### config.mk
export PLATFORM = sky130hd
export DESIGN_NAME = bimodal_branch_predictor_unit
export DESIGN_NICKNAME = d
export VERILOG_FILES = /design/src/rtl/bbp_pkg.sv /design/src/rtl/bbp_table.sv /design/src/rtl/bimodal_branch_predictor_unit.sv
export SDC_FILE = /design/constraint.sdc
export NUM_CORES = 2
export LEC_CHECK = 0
export CAP_MARGIN = 5
export CORE_AREA = 2 2 410 412
export DETAILED_ROUTE_END_ITERATION = 12
export DIE_AREA = 0 0 412 414
export DONT_BUFFER_PORTS = 1
export GPL_TIMING_DRIVEN = 1
export PLACE_DENSITY = 0.78
export SLEW_MARGIN = 20
export SYNTH_ARGS = -nofsm -noshare
export SYNTH_HDL_FRONTEND = slang
export SYNTH_SLANG_ARGS = --single-unit
export TNS_END_PERCENT = 50
### constraint.sdc
create_clock -name clock -period 21.7 [get_ports clock]
set_clock_uncertainty 0.2 [all_clocks]
set_input_delay 4.34 -clock clock [delete_from_list [all_inputs] [get_ports clock]]
set_output_delay 4.34 -clock clock [all_outputs]
set_load 0.02 [all_outputs]
### src/rtl/bbp_pkg.sv
`timescale 1ns / 1ps
// ----------------------------------------------------------------------------
// Bimodal branch predictor package
// Shared types, counter state codes and the 2-bit counter update function.
// ----------------------------------------------------------------------------
package bbp_pkg;

   localparam int TABLE_ENTRIES_DEFAULT = 1024;
   localparam int PC_W  = 32;
   localparam int CNT_W = 32;

   // Two-bit saturating counter states.
   localparam logic [1:0] CTR_STRONG_NT = 2'd0;
   localparam logic [1:0] CTR_WEAK_NT   = 2'd1;
   localparam logic [1:0] CTR_WEAK_T    = 2'd2;
   localparam logic [1:0] CTR_STRONG_T  = 2'd3;

   // Transaction kinds.
   localparam logic ACT_PREDICT = 1'b0;
   localparam logic ACT_UPDATE  = 1'b1;

   typedef struct packed {
      logic            action;
      logic [PC_W-1:0] pc;
      logic            taken;
   } bbp_req_type;

   typedef struct packed {
      logic             predict_taken;
      logic [CNT_W-1:0] access_count;
      logic [CNT_W-1:0] mispredict_count;
   } bbp_rsp_type;

   // Counter training. A not-taken outcome drops a strong-taken counter to
   // weak-taken and anything else to strong-not-taken; a taken outcome lifts
   // strong-not-taken to weak-not-taken and anything else to strong-taken.
   function automatic logic [1:0] ctr_next(input logic [1:0] old_state,
                                           input logic       taken);
      logic [1:0] result;
      if (taken) begin
         result = (old_state == CTR_STRONG_NT) ? CTR_WEAK_NT : CTR_STRONG_T;
      end else begin
         result = (old_state == CTR_STRONG_T) ? CTR_WEAK_T : CTR_STRONG_NT;
      end
      return result;
   endfunction

endpackage

### src/rtl/bbp_table.sv
`timescale 1ns / 1ps
// ----------------------------------------------------------------------------
// Bimodal branch predictor counter table
// Single-port-write, single-read synchronous memory of 2-bit counters with a
// clearing sweep after reset.
// ----------------------------------------------------------------------------
module bbp_table
   import bbp_pkg::*;
#(
   parameter int TABLE_ENTRIES = TABLE_ENTRIES_DEFAULT,
   localparam int IDX_W = (TABLE_ENTRIES > 1) ? $clog2(TABLE_ENTRIES) : 1
) (
   input  logic             clock,
   input  logic             reset,
   input  logic             rd_en,
   input  logic [IDX_W-1:0] rd_idx,
   output logic [1:0]       rd_data,
   input  logic             wr_en,
   input  logic [IDX_W-1:0] wr_idx,
   input  logic [1:0]       wr_data,
   output logic             clr_busy
);

   localparam logic [IDX_W-1:0] LAST_IDX = IDX_W'(TABLE_ENTRIES - 1);

   logic [1:0]       ctr_mem_ff [TABLE_ENTRIES];
   logic [1:0]       rd_data_ff;
   logic             clr_busy_ff;
   logic [IDX_W-1:0] clr_idx_ff;

   // The sweep writes one entry per cycle after reset.
   always_ff @(posedge clock) begin
      if (reset) begin
         clr_busy_ff <= 1'b1;
         clr_idx_ff  <= '0;
      end else if (clr_busy_ff) begin
         clr_idx_ff <= clr_idx_ff + 1'b1;
         if (clr_idx_ff == LAST_IDX) begin
            clr_busy_ff <= 1'b0;
         end
      end
   end

   always_ff @(posedge clock) begin
      if (clr_busy_ff) begin
         ctr_mem_ff[clr_idx_ff] <= CTR_STRONG_NT;
      end else if (wr_en) begin
         ctr_mem_ff[wr_idx] <= wr_data;
      end
   end

   always_ff @(posedge clock) begin
      if (rd_en) begin
         rd_data_ff <= ctr_mem_ff[rd_idx];
      end
   end

   assign rd_data  = rd_data_ff;
   assign clr_busy = clr_busy_ff;

endmodule

### src/rtl/bimodal_branch_predictor_unit.sv
`timescale 1ns / 1ps
// ----------------------------------------------------------------------------
// Bimodal branch predictor unit
// Table of 2-bit counters indexed by branch word address, with lookup and
// mispredict counters.
// ----------------------------------------------------------------------------
// Usage:
// A request transaction on req_* carries an action (predict or update), the
// branch byte address and, for an update, the actual outcome. Each request
// produces exactly one response transaction on rsp_* with the prediction
// taken from the counter before the request, the running lookup count and
// the running mispredict count. Address bits 1..0 never affect the index.
// Flow: a request accepted at one edge has its counter read from the table
// memory at that edge. Once the response register is free or being emptied,
// the request commits: the counter is trained, the counts are updated and
// the response register is loaded, raising rsp_valid. Throughput is one
// transaction per cycle while responses are taken; the registered read is
// hidden by forwarding a write to the same entry in the same cycle.
// After reset the table is swept to strong-not-taken, one entry per cycle,
// so req_ready stays low until the sweep ends. When the receiver stalls,
// the response register holds, the one request in flight waits behind it,
// and req_ready drops until the response is taken.
// ----------------------------------------------------------------------------
module bimodal_branch_predictor_unit
   import bbp_pkg::*;
#(
   parameter int TABLE_ENTRIES = TABLE_ENTRIES_DEFAULT,
   localparam int IDX_W = (TABLE_ENTRIES > 1) ? $clog2(TABLE_ENTRIES) : 1
) (
   input  logic        clock,
   input  logic        reset,
   input  logic        req_valid,
   output logic        req_ready,
   input  bbp_req_type req_data,
   output logic        rsp_valid,
   input  logic        rsp_ready,
   output bbp_rsp_type rsp_data
);

   localparam logic [IDX_W-1:0] IDX_MASK = IDX_W'(TABLE_ENTRIES - 1);

   // Read stage: the request whose counter is arriving from the table.
   logic             s1_valid_ff;
   bbp_req_type      s1_req_ff;
   logic [IDX_W-1:0] s1_idx_ff;
   logic             fwd_hit_ff;
   logic [1:0]       fwd_data_ff;

   logic             rsp_valid_ff;
   bbp_rsp_type      rsp_data_ff;
   logic [CNT_W-1:0] acc_cnt_ff;
   logic [CNT_W-1:0] mis_cnt_ff;

   logic             req_fire;
   logic             commit;
   logic             wr_en;
   logic [IDX_W-1:0] req_idx;
   logic [1:0]       tbl_rd_data;
   logic [1:0]       old_state;
   logic [1:0]       new_state;
   logic             guess;
   logic             clr_busy;
   logic [CNT_W-1:0] acc_cnt_in;
   logic [CNT_W-1:0] mis_cnt_in;

   // The word address is masked to the table size, so a table size that is
   // not a power of two leaves some entries unused.
   assign req_idx = req_data.pc[IDX_W+1:2] & IDX_MASK;

   // The request in the read stage completes once the response register is
   // free or being emptied in this cycle.
   assign commit    = s1_valid_ff && (!rsp_valid_ff || rsp_ready);
   assign req_ready = !clr_busy && (!s1_valid_ff || commit);
   assign req_fire  = req_valid && req_ready;
   assign wr_en     = commit && (s1_req_ff.action == ACT_UPDATE);

   // A write landing in the same cycle as the read of the same entry is
   // forwarded, since the memory returns the old contents.
   assign old_state = fwd_hit_ff ? fwd_data_ff : tbl_rd_data;
   assign guess     = old_state[1];
   assign new_state = ctr_next(old_state, s1_req_ff.taken);

   always_comb begin
      acc_cnt_in = acc_cnt_ff;
      mis_cnt_in = mis_cnt_ff;
      if (s1_req_ff.action == ACT_PREDICT) begin
         acc_cnt_in = acc_cnt_ff + 1'b1;
      end else if (s1_req_ff.taken != guess) begin
         mis_cnt_in = mis_cnt_ff + 1'b1;
      end
   end

   bbp_table #(
      .TABLE_ENTRIES(TABLE_ENTRIES)
   ) u_table (
      .clock   (clock),
      .reset   (reset),
      .rd_en   (req_fire),
      .rd_idx  (req_idx),
      .rd_data (tbl_rd_data),
      .wr_en   (wr_en),
      .wr_idx  (s1_idx_ff),
      .wr_data (new_state),
      .clr_busy(clr_busy)
   );

   always_ff @(posedge clock) begin
      if (reset) begin
         s1_valid_ff <= 1'b0;
      end else if (req_fire) begin
         s1_valid_ff <= 1'b1;
      end else if (commit) begin
         s1_valid_ff <= 1'b0;
      end
   end

   always_ff @(posedge clock) begin
      if (req_fire) begin
         s1_req_ff   <= req_data;
         s1_idx_ff   <= req_idx;
         fwd_hit_ff  <= wr_en && (s1_idx_ff == req_idx);
         fwd_data_ff <= new_state;
      end
   end

   always_ff @(posedge clock) begin
      if (reset) begin
         acc_cnt_ff   <= '0;
         mis_cnt_ff   <= '0;
         rsp_valid_ff <= 1'b0;
      end else if (commit) begin
         acc_cnt_ff   <= acc_cnt_in;
         mis_cnt_ff   <= mis_cnt_in;
         rsp_valid_ff <= 1'b1;
      end else if (rsp_ready) begin
         rsp_valid_ff <= 1'b0;
      end
   end

   always_ff @(posedge clock) begin
      if (commit) begin
         rsp_data_ff.predict_taken    <= guess;
         rsp_data_ff.access_count     <= acc_cnt_in;
         rsp_data_ff.mispredict_count <= mis_cnt_in;
      end
   end

   assign rsp_valid = rsp_valid_ff;
   assign rsp_data  = rsp_data_ff;

   // No request may enter while the table is still being cleared.
   a_no_accept_in_clear: assert property (
      @(posedge clock) disable iff (reset) clr_busy |-> !req_fire
   ) else $error("request accepted during table clear");

   // A committed lookup advances the lookup count by exactly one.
   a_lookup_count: assert property (
      @(posedge clock) disable iff (reset)
      (commit && s1_req_ff.action == ACT_PREDICT)
         |=> (acc_cnt_ff == $past(acc_cnt_ff) + 1'b1) && $stable(mis_cnt_ff)
   ) else $error("lookup count did not advance correctly");

   // The mispredict count only moves on a committed update.
   a_miss_count_hold: assert property (
      @(posedge clock) disable iff (reset)
      !(commit && s1_req_ff.action == ACT_UPDATE) |=> $stable(mis_cnt_ff)
   ) else $error("mispredict count changed without an update");

   // A response is loaded exactly when a request leaves the read stage.
   a_rsp_follows_commit: assert property (
      @(posedge clock) disable iff (reset)
      commit |=> rsp_valid_ff
   ) else $error("committed request produced no response");

endmodule
==> run_results.csv <==
group,metric,value,unit
clocking,cts.path.max_buffers,3,
critical_path,cp_top_family,"compound AO/OA/AOI/OAI gates",
clocking,postCtsSetupBuffers,0,
timing,rsz0062_at_grt,"false",
run,maxCapViolCount,0,
yosys,synth_top_area_frac,0.7023,
global_route,grt_max_degree,610,
cells_and_area,fin_util,0.5950,
min_path,hp-class,"flip-flop to flip-flop",
critical_path,cp-start-kind,"input port",
route,drt-pass1-iter-count,9,
yosys,postSynth.asyncResetShare,0,
yosys,netlist_area,0.09107,sq mm
power_and_ir_drop,switching_power,1.677,mW
critical_path,critical_path.max_fanout,3,
route,drt-initial-drc-count,7717,
yosys,yosys.area.top_type,"edfxtp_1",
power_and_ir_drop,netSwitchingFraction,0.2005,
floorplan,initial_utilization,0.5477,
clocking,cts_resized,0,
timing,tns,0,ns
floorplan,num_io_pins,105,
cells_and_area,fillCellCount,11690,
critical_path,path_cells,"nor2b_1, a21oi_1",
critical_path,cp_num_buf_inv,0,
global_route,overflow,0,
clocking,cts_tree,"done",
timing,clock.fmax,0.1060,GHz
timing,finalHoldViolCount,0,
critical_path,endpoint_kind,"output pin",
yosys,yosysSeqAreaShare,0.7193,
clocking,root_buffer,"clkbuf_16",
place,gp_congestion,0.8450,
yosys,ys.flop_type,"edfxtp_1",
global_route,grt_pass1_wl,322.4,mm
global_route,grt_antenna_before_repair,4,
floorplan,core,0.1663,sq mm
yosys,synth_xor_area_frac,0.01182,
timing,setup_violations,0,
floorplan,dieArea,0.1706,sq mm
clocking,clk_transition_reported_paths,0.06,ns
clocking,hold_buffers,0,
yosys,synth_edf_count,2130,
critical_path,crit_slowest_cell,"a21oi_1",
yosys,synth_compound_area_frac,0.03120,
route,drt-total-wl,220.6,mm
outcome,outcome,"finished with violations",
global_route,top_usage_layer,"met2",
floorplan,die_w,412,um
critical_path,crit_path_max_incr_delay,0.51,ns
cells_and_area,drive_gt1_frac,0.1649,
global_route,track_usage,0.2564,
yosys,ys_top_cells_by_area,"edfxtp_1 (70%), mux4_2 (11%), nor2_1 (4.7%)",
route,wl_per_cell,28.56,um
route,ant_nets,0,
global_route,grt_util_met2,0.4020,
clocking,cts_inserted_buffers,206,
power_and_ir_drop,power_leakage,33.71,nW
global_route,met1_usage,0.3485,
power_and_ir_drop,p_int,6.683,mW
route,vias,50430,
clocking,clock_latency,0.86,ns
power_and_ir_drop,power.density,84.49,mW/mm^2
yosys,synth_cell_types,76,
outcome,failed_checks,"slew limit",
yosys,synth-simple-area-share,0.07283,
yosys,muxShareOfSynthArea,0.1375,
yosys,syn_inst,5471,
power_and_ir_drop,clkPwrFrac,0.426,
power_and_ir_drop,p_seq_frac,0.550,
power_and_ir_drop,pwr-share-comb,0.024,
global_route,grt_util_met3,0.05777,
timing,worstMarginPinSlew,3.082,ns
power_and_ir_drop,peakVddDrop,94.15,uV
route,drc_errors,0,
yosys,avgSynthCellArea,16.65,sq um
critical_path,worstSetupPathType,"input port to output pin",
yosys,yosys_warnings,0,
timing,slew_headroom,-1.055,
clocking,clock-sinks,2207,
floorplan,die_h,414,um
yosys,synth_top_family_by_area,"multiplexers",
cells_and_area,fin_nets,5382,
yosys,synthAdderAreaFrac,0.0005221,
place,hpwl,121.2,mm
critical_path,arrival,4.90,ns
route,via_per_inst,6.531,
power_and_ir_drop,total_power,8.360,mW
place,io_buffers,0,
yosys,syn_nets,5512,
timing,hold-worst-slack,0.2972,ns
timing,final_max_slew_viol_count,473,
floorplan,num_rows,150,
global_route,grt_pass1_vias,49840,
timing,fin_crit_sh,0.4348,
cells_and_area,syn2layout_area_growth,8.649,%
yosys,ys_ff_latch,2207,
critical_path,cp.required,17.16,ns
timing,period_needed,9.435,ns
clocking,htreeDepth,4,
==> synth_stat cells, types with 59 or more instances <==
| cell type | number |
|---|---|
| mux4_2 | 433 |
| dfxtp_1 | 77 |
| a21oi_1 | 108 |
| buf_2 | 59 |
| o221ai_1 | 89 |
| xor2_1 | 63 |
| buf_1 | 75 |
| edfxtp_1 | 2130 |
| mux2i_1 | 233 |
| nand2_1 | 163 |
| clkbuf_1 | 203 |
| nor2_1 | 1152 |
==> metrics by stage <==
stage,instance area [sq um],cells,setup slack (ns)
5_1_grt,98940,7721,12.21
3_5_place_dp,92220,7337,12.05
4_1_cts,98870,7721,12.27
3_3_place_gp,92200,7337,12.27
2_1_floorplan,91070,5471,0.5435
6_report,98950,7722,12.26
==> power by group through the flow <==
stage          registers (mW)  clock network, mW  logic (mW)
2_1_floorplan            4.69                  0       0.187
3_3_place_gp             4.69                  0       0.184
3_5_place_dp             4.69                  0       0.186
4_1_cts                  4.60               3.59       0.188
5_1_grt                  4.60               3.74       0.197
6_report                 4.60               3.56       0.200
==> final timing paths <==
check,slack [ns],depth (start not counted),to,from
min,0.30,2,acc_cnt_ff[31],acc_cnt_ff[31]
max reg2reg,16.22,6,u_table.ctr_mem_ff[357][1],s1_req_ff[33]
min reg2reg,0.30,2,acc_cnt_ff[31],acc_cnt_ff[31]
max,12.26,2,req_ready,rsp_ready
==> metal layers <==
metal  up-vias  share of wire
met5         -        0.00011
met4         4          0.046
met3       559           0.11
met2      3198           0.48
met1     25750           0.36
li1      20920              -
==> logic make-up after synthesis <==
kind of cell | count (synthesis)
multiplexers | 690
buffers and inverters | 436
flip-flops | 2207
XOR/XNOR | 122
AND/OR/NAND/NOR | 1590
AO/OA/AOI/OAI | 422
adder cells (fa/ha/maj) | 4
==> cell usage in the layout (no fill, tap or decap), types with 7 or more instances in the layout <==
cell / synthesis / final
edfxtp_1: 2130 / 2130
nor2_1: 1152 / 1150
mux4_2: 433 / 433
mux2i_1: 233 / 233
clkbuf_16: 0 / 207
nand2_1: 163 / 114
a21oi_1: 108 / 108
o221ai_1: 89 / 89
dfxtp_1: 77 / 77
buf_4: 20 / 77
xor2_1: 63 / 63
xnor2_1: 58 / 58
o21ai_0: 56 / 56
clkinv_1: 0 / 53
o22ai_1: 51 / 51
nand3_1: 54 / 48
nand2_2: 0 / 48
nor3_1: 48 / 47
a22oi_1: 47 / 47
clkinv_2: 0 / 41
clkbuf_1: 203 / 40
nand4_1: 31 / 31
or3_1: 30 / 30
bufinv_16: 0 / 19
a211oi_1: 18 / 18
and3_1: 15 / 15
inv_1: 16 / 13
mux2_2: 12 / 12
nand2b_1: 18 / 11
and2_1: 13 / 11
mux4_1: 11 / 11
nor2b_1: 12 / 10
nor4_1: 9 / 9
or2_2: 8 / 8
clkinvlp_4: 0 / 8
nand3b_1: 7 / 7
o31ai_1: 7 / 7
==> state kept, by name (all words and copies together) (netlist names) <==
name                flops
fwd_hit_ff              1
acc_cnt_ff             32
u_table.rd_data         2
mis_cnt_ff             32
rsp_valid               1
rsp_data               65
s1_req_ff               2
s1_idx_ff              10
u_table.clr_idx_ff     10
u_table.ctr_mem_ff   2048
u_table.clr_busy        1
s1_valid_ff             1
fwd_data_ff             2
==> area by class of cell <==
type,count,area [sq um],share of cell area
multi-input cells,2828,23330,0.2358
repair buffers,82,643.1,0.006500
well taps,2204,2758,0.02787
flip-flops and latches,2207,65500,0.6620
diodes,1,2.502,0.00002529
clock inverters,136,1306,0.01320
inverters,16,62.56,0.0006323
clock buffers,248,5344,0.05401
Note: power is estimated with default switching activity, not from simulation.
